### src/btl_pkg.sv
// shared types, constants and codes for the barycentric triangle locator
`default_nettype none
package btl_pkg;

    localparam int MaxVertices  = 64;
    localparam int MaxTriangles = 128;
    localparam int CoordW       = 16;
    localparam int WeightW      = 20;
    localparam int FracBits     = 16;
    localparam int CountW       = 8;

    typedef enum logic [1:0] {
        OP_VERTEX   = 2'd0,
        OP_TRIANGLE = 2'd1,
        OP_QUERY    = 2'd2,
        OP_NONE     = 2'd3
    } t_opcode;

    typedef struct packed {
        logic [1:0]  opcode;
        logic [6:0]  entry_index;
        logic signed [15:0] coord_x;
        logic signed [15:0] coord_y;
        logic [5:0]  corner_a;
        logic [5:0]  corner_b;
        logic [5:0]  corner_c;
    } t_in_item;

    typedef struct packed {
        logic        inside_res;
        logic [6:0]  triangle_index;
        logic [5:0]  vertex_first;
        logic [5:0]  vertex_second;
        logic [5:0]  vertex_third;
        logic signed [19:0] weight_u;
        logic signed [19:0] weight_v;
        logic signed [19:0] weight_w;
    } t_out_item;

    typedef enum logic [3:0] {
        ST_IDLE,
        ST_TRI_RD,
        ST_TRI_WAIT,
        ST_V0,
        ST_V1,
        ST_V2,
        ST_VWAIT,
        ST_ARITH,
        ST_DIV,
        ST_DECIDE,
        ST_OUT
    } t_state;

    // controller to datapath
    typedef struct packed {
        logic start;       // latch query point, clear search
        logic tri_rd;      // issue triangle store read
        logic tri_cap;     // capture corners
        logic [1:0] vsel;  // which corner to read
        logic v_rd;        // issue vertex read
        logic v_cap;       // capture previous vertex read
        logic arith;       // step arithmetic pipeline
        logic div_start;   // launch dividers
        logic decide;      // evaluate inside / distance
        logic next_tri;    // advance triangle index
        logic load_out;    // load result register
    } t_ctl;

    // datapath to controller
    typedef struct packed {
        logic arith_done;
        logic div_done;
        logic found;
        logic last_tri;
        logic refetch;     // fallback pass in progress
    } t_sts;

endpackage
`default_nettype wire

### src/btl_ctrl.sv
// controller state machine for the triangle walk
`default_nettype none
module btl_ctrl (
    input  wire            i_clk,
    input  wire            i_rst_n,
    input  wire            i_query,
    input  wire            i_out_busy,
    input  btl_pkg::t_sts  i_sts,
    output btl_pkg::t_ctl  o_ctl,
    output logic           o_busy
);
    btl_pkg::t_state r_state, n_state;

    // state register
    always_ff @(posedge i_clk) begin
        if (!i_rst_n) begin
            r_state <= btl_pkg::ST_IDLE;
        end else begin
            r_state <= n_state;
        end
    end

    // next state and commands
    always_comb begin
        n_state = r_state;
        o_ctl   = '0;
        o_busy  = 1'b1;
        unique case (r_state)
            btl_pkg::ST_IDLE: begin
                o_busy = 1'b0;
                if (i_query) begin
                    o_ctl.start = 1'b1;
                    n_state = btl_pkg::ST_TRI_RD;
                end
            end
            btl_pkg::ST_TRI_RD: begin
                o_ctl.tri_rd = 1'b1;
                n_state = btl_pkg::ST_TRI_WAIT;
            end
            btl_pkg::ST_TRI_WAIT: begin
                o_ctl.tri_cap = 1'b1;
                n_state = btl_pkg::ST_V0;
            end
            btl_pkg::ST_V0: begin
                o_ctl.v_rd = 1'b1;
                o_ctl.vsel = 2'd0;
                n_state = btl_pkg::ST_V1;
            end
            btl_pkg::ST_V1: begin
                o_ctl.v_rd = 1'b1;
                o_ctl.vsel = 2'd1;
                o_ctl.v_cap = 1'b1;
                n_state = btl_pkg::ST_V2;
            end
            btl_pkg::ST_V2: begin
                o_ctl.v_rd = 1'b1;
                o_ctl.vsel = 2'd2;
                o_ctl.v_cap = 1'b1;
                n_state = btl_pkg::ST_VWAIT;
            end
            btl_pkg::ST_VWAIT: begin
                o_ctl.v_cap = 1'b1;
                o_ctl.vsel = 2'd3;
                n_state = btl_pkg::ST_ARITH;
            end
            btl_pkg::ST_ARITH: begin
                o_ctl.arith = 1'b1;
                if (i_sts.arith_done) begin
                    o_ctl.div_start = 1'b1;
                    n_state = btl_pkg::ST_DIV;
                end
            end
            btl_pkg::ST_DIV: begin
                if (i_sts.div_done) begin
                    n_state = btl_pkg::ST_DECIDE;
                end
            end
            btl_pkg::ST_DECIDE: begin
                o_ctl.decide = 1'b1;
                if (i_sts.refetch || i_sts.found) begin
                    n_state = btl_pkg::ST_OUT;
                end else if (i_sts.last_tri) begin
                    // refetch the nearest triangle for its weights
                    o_ctl.next_tri = 1'b1;
                    n_state = btl_pkg::ST_TRI_RD;
                end else begin
                    o_ctl.next_tri = 1'b1;
                    n_state = btl_pkg::ST_TRI_RD;
                end
            end
            btl_pkg::ST_OUT: begin
                if (!i_out_busy) begin
                    o_ctl.load_out = 1'b1;
                    n_state = btl_pkg::ST_IDLE;
                end
            end
            default: n_state = btl_pkg::ST_IDLE;
        endcase
    end
endmodule
`default_nettype wire

### config.mk
export PLATFORM = sky130hd
export DESIGN_NAME = btl_ctrl
export DESIGN_NICKNAME = d
export VERILOG_FILES = /design/src/btl_pkg.sv /design/src/btl_ctrl.sv
export SDC_FILE = /design/constraint.sdc
export NUM_CORES = 1
export LEC_CHECK = 0
export BUFFER_PORTS_ARGS = -buffer_cell sky130_fd_sc_hd__buf_2
export CORE_AREA = 8 8 45 47
export CTS_CLUSTER_SIZE = 40
export DETAILED_ROUTE_END_ITERATION = 12
export DIE_AREA = 0 0 53 55
export PLACE_DENSITY = 0.61
export SETUP_SLACK_MARGIN = 0.4
export SLEW_MARGIN = 20
export SYNTH_ARGS = -nofsm -noshare
export SYNTH_HDL_FRONTEND = slang
export SYNTH_SLANG_ARGS = --single-unit
### constraint.sdc
create_clock -name i_clk -period 1.9 [get_ports i_clk]
set_input_delay 0.19 -clock i_clk [delete_from_list [all_inputs] [get_ports i_clk]]
set_output_delay 0.19 -clock i_clk [all_outputs]
set_load 0.1 [all_outputs]
==> impl_metrics.yaml <==
outcome:
  outcome: "complete, no violations"
grt:
  grt_antenna_before_repair: 0
  grt_util_all_layers_pct: 7.76
  grt_pass1_wl_um: 1770
  grt_start_max_net_pins: 15
  grt_pass1_vias: 421
  gr-total-overflow: 0
die:
  die_area_sq_um: 2920
  die_x_um: 53
  fp-row-count: 14
  initial_core_util_pct: 27.5
  num_io_pins: 22
  die_y_um: 55
  coreArea_sq_um: 1380
cts:
  cts_buffers: 3
  cts.sinks: 4
  htreeDepth: 1
  clockBufferDepth: 2
  clk_latency_ns: 0.23
  cts_tree: "yes"
  clkTransAtPathRegs_ns: 0.03
  cts-root-buf: "clkbuf_4"
setup_path:
  cp_num_buf_inv: 3
  worst-r2r-cell-count: 5
  crit_family: "buffers and inverters"
  reg2reg_from: "r_state[1]$_SDFFE_PN0P_"
  crit_chain: "buf_6, buf_6, nor4b_4, buf_12"
  r2r_slack_ns: 0.40
  critPathLaunchType: "flop"
  cp-end-kind: "primary output"
  r2r_end: "r_state[0]$_SDFFE_PN0P_"
  required_ns: 1.71
  crit_path_frequent_cell: "buf_6"
  cpMaxStageDelayCell: "dfxtp_4"
  worstPathArrival_ns: 1.37
  slowest_delay_ns: 0.36
  critical_path.max_fanout: 7
  criticalPathCategory: "flop to primary output"
pwr:
  power_density_nw_per_um2: 1480
  power.leakage_uw: 0.000376
  p_sw_share_pct: 55.0
  combPwrFrac_pct: 80.2
  p_int_uw: 605
  power.switching_uw: 740
  power_frac_seq_pct: 12.2
  peakVddDrop_mv: 1.02
  pwr-share-clk_pct: 7.6
worst_hold_path:
  hold_path_depth: 2
  holdCritStartpoint: "i_rst_n"
  hp-class: "primary input to flop"
  whs_endpoint: "r_state[1]$_SDFFE_PN0P_"
route:
  drc_errors: 0
  routed_via_density: 5.13
  num_vias: 513
  firstDrtPassIters: 4
  wl_um: 1390
  avgRoutedWirePerCell_um: 13.9
  drtIter0Drc: 4
  drtAntennaViolNets: 0
finish:
  largest_reg_flops: 4
  largest-register: "r_state"
  fillers: 101
  num-nets-final: 95
  fin_area_sq_um: 908
  antennaDiodeCount: 0
  top_regs: "r_state (4)"
  area_growth_pct: 139
  drive_gt1_share_pct: 73.8
sta:
  slew_headroom_pct: 81.5
  setup_viol: 0
  finalSetupTns_ns: 0
  fin_crit_sh_pct: 82.0
  holdWs_ns: 0.241
  grt_setup_unrepaired: "true"
  setup_ws_ns: 0.343
  tightest_slew_ns: 0.280
  min_period_ns: 1.56
  fmax_mhz: 642
  report.final.hold_viol_count: 0
  fin_worst_skew_ns: 0.000745
  slew_viol_final: 0
logic_synthesis:
  yosys_warnings: 0
  syn_avg_cell_area_sq_um: 7.46
  synth_seq_area_share_pct: 21.1
  synth-main-ff-cell: "dfxtp_1"
  synth_cell_types: 30
  synth_cells: 51
  ys_ff_latch: 4
  synth_edf_count: 0
  synth_fp_nets: 60
  synth.cell_area_sq_um: 380
  async_flop_share_pct: 0
place:
  dp_hpwl_um: 858
  globalplace.congestion: 0.813
  pre_cts_ws_ns: 0.309
  numPortBuffers: 20
  dpl_cell_area_sq_um: 712
run:
  drv_cap: 0
synthesized netlist by cell type, drive strengths merged, types with 2 or more instances:
cell type | count | area share (%)
and3 | 2 | 3.3
nor3 | 3 | 5.3
a21oi | 2 | 2.6
o21ai | 2 | 2.6
dfxtp | 4 | 21
nor4b | 2 | 4.6
buf | 2 | 2.6
and2 | 4 | 6.6
nor2 | 4 | 3.9
nand2 | 5 | 4.9
clkbuf | 3 | 3.0
worst reg2reg max path, stage by stage (launching register included):
cell and delay [ns]:
dfxtp_4 0.36, buf_6 0.14, or3b_1 0.42, nor3_2 0.15, nor3_2 0.09, a32o_1 0.23
kinds of logic (layout without fill, tap and decap cells):
logic type	count (synthesis)	count (layout)	share of synthesized area, %
simple gates	29	29	46.4
compound gates	10	10	19.1
buf+inv	5	38	5.59
flops	4	4	21.1
mux	2	2	5.59
xor+xnor	1	1	2.30
how the worst max path moves through the flow:
stage	startpoint	slack, ns	endpoint	depth (start not counted)
final	r_state[1]$_SDFFE_PN0P_	0.34	o_ctl[10]	4
after global routing	r_state[1]$_SDFFE_PN0P_	0.31	o_ctl[10]	4
after CTS	r_state[1]$_SDFFE_PN0P_	0.34	o_ctl[6]	4
after detailed placement	r_state[2]$_SDFFE_PN0P_	0.31	r_state[0]$_SDFFE_PN0P_	4
after global placement	r_state[2]$_SDFFE_PN0P_	0.33	r_state[0]$_SDFFE_PN0P_	4
after floorplan	r_state[2]$_SDFFE_PN0P_	0.008	o_ctl[0]	3
cell usage in the layout, fill, tap and decap left out, types with 2 or more instances in the layout:
cell type   n
buf_4      11
buf_12     10
buf_2       7
nand2_1     4
buf_6       4
clkbuf_4    3
dfxtp_4     3
nor4b_4     2
nor2_4      2
and2_4      2
a21oi_1     2
nor3_2      2
o21ai_0     2
buf_8       2
area by class of cell:
cell class / instances / area [sq um] / area share, %
clock buffer: 3 / 22.5 / 2.48
timing repair buffer: 35 / 398 / 43.8
sequential: 4 / 92.6 / 10.2
multi-input combinational: 42 / 375 / 41.3
tap: 16 / 20.0 / 2.20
power by group through the flow:
stage | clock [uW] | sequential (uW) | combinational (uW)
2_1_floorplan | 0 | 124 | 739
3_3_place_gp | 0 | 186 | 827
3_5_place_dp | 0 | 187 | 832
4_1_cts | 107 | 194 | 911
5_1_grt | 111 | 169 | 1120
6_report | 102 | 164 | 1080
per-layer routing:
metal  vias to the layer above  track usage (%)  part of all wire [%]
li1                        260                -                     -
met1                       240             8.35                    39
met2                        13             13.7                    54
met3                         0             2.94                   6.7
met4                         0             2.59                     0
met5                         -                0                     0
through the flow:
step	util, %	cells	power (uW)
after floorplan	-	51	864
after global placement	51.4	84	1010
after detailed placement	51.4	84	1020
after CTS	57.9	90	1210
after global routing	65.6	100	1400
final	65.6	100	1340
what timing repair did:
action                                  CTS  global route
endpoints found under the setup margin   14             9
resized for setup                        16            11
pin swaps                                 2             5
hold buffers                              0             0
endpoints found under the hold margin     0             0
setup buffers                             3            10
Power figures use the tool's default switching activity.
